File: config.mk
export PLATFORM = sky130hd
export DESIGN_NAME = json_string_escaper_top
export DESIGN_NICKNAME = d
export VERILOG_FILES = /design/src/design/jse_pkg.sv /design/src/design/json_string_escaper_top.sv
export SDC_FILE = /design/constraint.sdc
export NUM_CORES = 1
export LEC_CHECK = 0
export BUFFER_PORTS_ARGS = -buffer_cell sky130_fd_sc_hd__buf_4
export CAP_MARGIN = 20
export CORE_ASPECT_RATIO = 1.4
export CORE_MARGIN = 5
export CORE_UTILIZATION = 52
export CTS_CLUSTER_DIAMETER = 80
export DETAILED_ROUTE_END_ITERATION = 8
export HOLD_SLACK_MARGIN = 0.03
export PLACE_DENSITY = 0.76
export REMOVE_ABC_BUFFERS = 1
export SLEW_MARGIN = 15
export SYNTH_ARGS = -nofsm -noshare
export SYNTH_HDL_FRONTEND = slang
export SYNTH_SLANG_ARGS = --single-unit
File: constraint.sdc
create_clock -name clk -period 4.4 [get_ports clk]
set_input_delay 0.44 -clock clk [delete_from_list [all_inputs] [get_ports clk]]
set_output_delay 0.44 -clock clk [all_outputs]
set_load 0.01 [all_outputs]
File: src/design/jse_pkg.sv
// ----------------------------------------------------------------------------
// jse_pkg
// Types, character codes and escape lookup for the JSON string escaper.
// ----------------------------------------------------------------------------
package jse_pkg;

  localparam int unsigned POS_WIDTH = 16;
  localparam logic [31:0] POS_MAX   = 32'((64'd1 << POS_WIDTH) - 64'd1);

  localparam logic [7:0] CH_QUOTE  = 8'h22;
  localparam logic [7:0] CH_BSLASH = 8'h5C;
  localparam logic [7:0] CH_LF     = 8'h0A;
  localparam logic [7:0] CH_CR     = 8'h0D;
  localparam logic [7:0] CH_TAB    = 8'h09;
  localparam logic [7:0] CH_N      = 8'h6E;
  localparam logic [7:0] CH_R      = 8'h72;
  localparam logic [7:0] CH_T      = 8'h74;
  localparam logic [7:0] CH_U      = 8'h75;
  localparam logic [7:0] CH_ZERO   = 8'h30;
  localparam logic [7:0] CH_A      = 8'h61;
  localparam logic [7:0] CTRL_LIMIT = 8'h20;

  localparam logic [15:0] CAP_RESET = 16'hFFFF;
  localparam logic [16:0] POS_ERROR = 17'h1FFFF;

  typedef struct packed {
    logic [2:0]      need;
    logic [5:0][7:0] bytes;
  } esc_t;

  function automatic logic [7:0] hex_digit(input logic [3:0] d);
    logic [7:0] r;
    if (d < 4'd10) r = CH_ZERO + {4'h0, d};
    else           r = CH_A + {4'h0, d} - 8'd10;
    return r;
  endfunction

  function automatic esc_t escape_byte(input logic [7:0] c);
    esc_t e;
    e.need     = 3'd2;
    e.bytes    = '0;
    e.bytes[0] = CH_BSLASH;
    case (c)
      CH_QUOTE:  e.bytes[1] = CH_QUOTE;
      CH_BSLASH: e.bytes[1] = CH_BSLASH;
      CH_LF:     e.bytes[1] = CH_N;
      CH_CR:     e.bytes[1] = CH_R;
      CH_TAB:    e.bytes[1] = CH_T;
      default: begin
        if (c < CTRL_LIMIT) begin
          e.need     = 3'd6;
          e.bytes[1] = CH_U;
          e.bytes[2] = CH_ZERO;
          e.bytes[3] = CH_ZERO;
          e.bytes[4] = hex_digit(c[7:4]);
          e.bytes[5] = hex_digit(c[3:0]);
        end else begin
          e.need     = 3'd1;
          e.bytes[0] = c;
        end
      end
    endcase
    return e;
  endfunction

endpackage

File: src/design/json_string_escaper_top.sv
// ----------------------------------------------------------------------------
// json_string_escaper_top
// Escapes a raw string byte stream into JSON form with output bounds checking.
// ----------------------------------------------------------------------------
// Usage:
//   Input channel (in_valid/in_stall) carries one raw byte per item with
//   first/start_pos marking the start of a new string. Output channel
//   (out_valid/out_stall) carries one escaped byte per item, or a single
//   error item (byte_valid 0, overflow 1, position -1) once the string has
//   overflowed out_capacity. last marks the final output item of an input.
//   Each input waits in the escape buffer and its items leave through the
//   output register. Throughput: one output byte per cycle while out_stall
//   is low, set by the single escape buffer; a plain byte gives one byte, a
//   two-byte escape two, a \u00xx escape six. A new input is taken in the
//   same cycle the previous escape sends its last byte. out_capacity is
//   written through cfg_write/cfg_data while idle, which the user, not the
//   block, enforces. Reset (rst, synchronous) empties both stages, sets
//   capacity to 65535, the write position to 0. While out_stall is high the
//   output item holds and the input side stalls once the escape buffer is full.
// ----------------------------------------------------------------------------
module json_string_escaper_top (
  input  logic        clk,
  input  logic        rst,
  input  logic        cfg_write,
  input  logic [15:0] cfg_data,
  input  logic        in_valid,
  output logic        in_stall,
  input  logic [7:0]  in_byte,
  input  logic        first,
  input  logic [16:0] start_pos,
  output logic        out_valid,
  input  logic        out_stall,
  output logic [7:0]  out_byte,
  output logic        byte_valid,
  output logic        last,
  output logic [16:0] position,
  output logic        overflow
);

  logic [15:0] out_capacity;
  logic        in_error;
  logic [15:0] write_position;

  logic            a_valid;
  logic            a_err;
  logic [2:0]      a_need;
  logic [2:0]      a_idx;
  logic [5:0][7:0] a_bytes;
  logic [15:0]     a_pos;

  logic            accept;
  logic            o_free;
  logic            a_adv;
  logic            a_last;
  logic            eff_err;
  logic [15:0]     eff_pos;
  jse_pkg::esc_t   esc;
  logic [17:0]     sum;
  logic            fits;

  assign o_free = !out_valid || !out_stall;
  assign a_adv  = a_valid && o_free;
  assign a_last = a_err || (a_idx == a_need - 3'd1);
  assign in_stall = a_valid && !(a_adv && a_last);
  assign accept = in_valid && !in_stall;

  always_comb begin
    if (first) begin
      eff_err = start_pos[16] || ({15'h0, start_pos} > jse_pkg::POS_MAX);
      eff_pos = start_pos[15:0];
    end else begin
      eff_err = in_error;
      eff_pos = write_position;
    end
    esc  = jse_pkg::escape_byte(in_byte);
    sum  = {2'b00, eff_pos} + {15'h0, esc.need};
    fits = sum < {2'b00, out_capacity};
  end

  always_ff @(posedge clk) begin
    if (rst) begin
      out_capacity <= jse_pkg::CAP_RESET;
    end else if (cfg_write) begin
      out_capacity <= cfg_data;
    end
  end

  always_ff @(posedge clk) begin
    if (rst) begin
      in_error       <= 1'b0;
      write_position <= '0;
      a_valid        <= 1'b0;
      a_idx          <= '0;
    end else begin
      if (accept) begin
        a_valid <= 1'b1;
        a_idx   <= '0;
        if (eff_err || !fits) begin
          in_error       <= 1'b1;
          write_position <= '0;
        end else begin
          in_error       <= 1'b0;
          write_position <= sum[15:0];
        end
      end else if (a_adv) begin
        if (a_last) a_valid <= 1'b0;
        a_idx <= a_idx + 3'd1;
      end
    end
  end

  always_ff @(posedge clk) begin
    if (accept) begin
      a_err   <= eff_err || !fits;
      a_need  <= esc.need;
      a_bytes <= esc.bytes;
      a_pos   <= sum[15:0];
    end
  end

  always_ff @(posedge clk) begin
    if (rst) begin
      out_valid <= 1'b0;
    end else if (o_free) begin
      out_valid <= a_valid;
    end
  end

  always_ff @(posedge clk) begin
    if (a_adv) begin
      out_byte   <= a_err ? 8'h00 : a_bytes[a_idx];
      byte_valid <= !a_err;
      last       <= a_last;
      position   <= a_err ? jse_pkg::POS_ERROR : {1'b0, a_pos};
      overflow   <= a_err;
    end
  end

endmodule

==> results.toml <==
[layout]
fillers = 697
final_nets = 681
design_area_sq_um = 7370
multiInputGateArea_sq_um = 2436
fin_cells = 758
drive_gt1_share_pct = 36.94
synthToLayoutAreaGrowth_pct = 33.17
mostFrequentLayoutCell = "buf_4"
antenna_cells = 0
layout_common_cells = "buf_4 (136), edfxtp_1 (77), nand2_1 (43)"
seq_area_sq_um = 3073

[worst_setup_path]
required_ps = 4690
worstRegToRegCells = 14
crit_path_max_fanout = 8
critPathKind = "input pin to register"
critPathArrivalTime_ps = 4610
crit_path_start_kind = "input pin"
worst_setup_path_end_kind = "register"

[floorplanning]
io-pin-count = 77
fp-row-count = 44
die_x_um = 97.19
die_h_um = 132.1
core_sq_um = 10410
initial_core_util_pct = 53.19
fp.dieArea_sq_um = 12830

[timing]
drv_slew = 0
setup_violations = 0
hold_violations = 0
post-route-period-util_pct = 98.17
tightest_slew_ps = 740.4
max_slew_margin_pct = 50.26
fin_worst_skew_ps = 6.565
finalCriticalPeriod_ps = 4319
tns_ps = 0
max_freq_mhz = 231.5

[power_and_ir_drop]
p_per_area_nw_per_um2 = 391.8
design_power_total_mw = 2.888
vdd_drop_max_mv = 0.3620
power.leakage_nw = 3.167

[cts]
cts_tree = "done"
path_clk_slew_ps = 50
cts_max_path_buffers = 2
root_buffer = "clkbuf_16"
htreeDepth = 4
postCtsHoldBufs = 0
numCtsBuffers = 17
clock-sinks = 115
clock_insertion_delay_worst_skew_ps = 410

[global_routing]
grt_pass1_wl_um = 20040
grt_usage_pct = 19.74
antenna_found_initial = 0
grt_pass1_vias = 4190
grt_start_max_net_pins = 43
grt_overflow = 0

[route]
dr.first_iter.drc_count = 186
routed_wl_um = 12590
viasPerCell = 5.385
num_vias = 4082
final_antenna_net_count = 0
drt_first_pass_iters = 4
drc = 0
detail_route.wl_per_cell_um = 16.61

[run_status]
outcome = "finished, final reports clean"

[placed_design]
place.port_buffers = 76
dpl_cell_area_sq_um = 6603
gp_congestion = 0.9651
dp_cells = 719
dpl.hpwl_um = 8900

[logic_synthesis]
synth-main-ff-cell = "edfxtp_1"
yosysWarnings = 0
postSynthAreaPerCell_sq_um = 11.88
syn_area_sq_um = 5534
ys_types = 56
synth-edff-count = 77
syn-instance-count = 466
async_flop_share_pct = 0
yosysSeqAreaShare_pct = 55.53
ys_ff_latch = 115

[min_path]
worstHoldPathCells = 3
min_path_type = "input pin to register"

[flow_run]
maxCapViolations = 0
## synth_stat cells (10+ instances only)
| cell type | count | share of area (%) |
|---|---|---|
| nor2_1 | 24 | 1.6 |
| dfxtp_1 | 38 | 14 |
| a21oi_1 | 17 | 1.5 |
| nor2b_1 | 11 | 1.2 |
| mux2i_1 | 15 | 2.7 |
| clkbuf_1 | 10 | 0.68 |
| or2_2 | 17 | 1.9 |
| ha_1 | 26 | 5.9 |
| o211ai_1 | 16 | 2.2 |
| xnor2_1 | 12 | 1.9 |
| inv_1 | 39 | 2.6 |
| edfxtp_1 | 77 | 42 |
| nand2_1 | 43 | 2.9 |
| nand3_1 | 14 | 1.3 |
## cell type report
| cell class | count | share of cell area (%) |
|---|---|---|
| inverters | 40 | 2.071 |
| well taps | 138 | 2.343 |
| clock buffers | 24 | 6.129 |
| multi-input cells | 297 | 33.06 |
| clock inverters | 8 | 0.8489 |
| repair buffers | 136 | 13.85 |
| flip-flops and latches | 115 | 41.70 |
## timing repair
item,CTS,global route
buffers inserted,0,7
resized for setup,9,37
pin swaps,3,24
setup endpoints to repair,18,18
cloned,0,0
## per-stage QoR
stage	worst slack, ps	hold WS, ps	utilization, %
after floorplan	-195.5	429.6	-
after global placement	-433.1	448.4	63.46
after detailed placement	-539.2	464.5	63.46
after CTS	20.86	237.8	68.86
after global routing	-82.39	247.2	70.83
final	80.73	247.9	70.83
## sequential cells by signal, summed over array words and instances (netlist names), 3 cells and up
signal	count
a_pos	16
a_idx	3
write_position	16
a_need	3
a_bytes	30
out_byte	8
position	17
out_capacity	16
## worst paths after layout
kind | from | end | slack (ps)
hold / removal | cfg_data[10] | out_capacity[10] | 250
setup / recovery | in_byte[4] | write_position[1] | 80
hold reg to reg | out_capacity[0] | out_capacity[0] | 480
setup reg to reg | write_position[0] | write_position[1] | 600
## cell families (layout without fill, tap and decap cells)
group                      Yosys count  count (layout)  synth area share [%]
xor gates and xnor gates            22              22                 3.753
AOI/OAI and AO/OA                   70              70                 9.632
and+or+nand+nor                    147             147                 13.86
other                                1               4               0.06776
buffers and inverters               57             208                 4.273
muxes                               27              27                 6.647
DFF                                115             115                 55.53
adders and majority gates           27              27                 6.240
## routing by layer
| metal | track usage, % | share of wire (%) |
|---|---|---|
| met1 | 20.96 | 37 |
| met2 | 35.94 | 55 |
| met3 | 4.923 | 4.6 |
| met4 | 9.914 | 3.4 |
| met5 | 0 | 0 |
## worst max-delay path: stages
cell and delay [ps]:
buf_4 120, inv_1 80, buf_4 140, ha_1 190, nand4_1 160, nand3_4 140
nor2_4 140, ha_4 150, inv_2 40, fa_2 400, nand2b_4 170, a221oi_4 350
nand3_2 190, xor2_2 200, ha_1 320, nand4_1 120, or4_4 550, o211ai_4 300
nor3_4 120, a32o_1 280
## where the power goes
part	total (mW)	internal (mW)	leakage [nW]	switching [mW]
combinational	0.401	0.198	1.85	0.203
clock	1.20	0.764	0.255	0.440
sequential	1.28	1.25	1.06	0.0340
total	2.89	2.21	3.17	0.677
(Power assumes the default switching activity.)
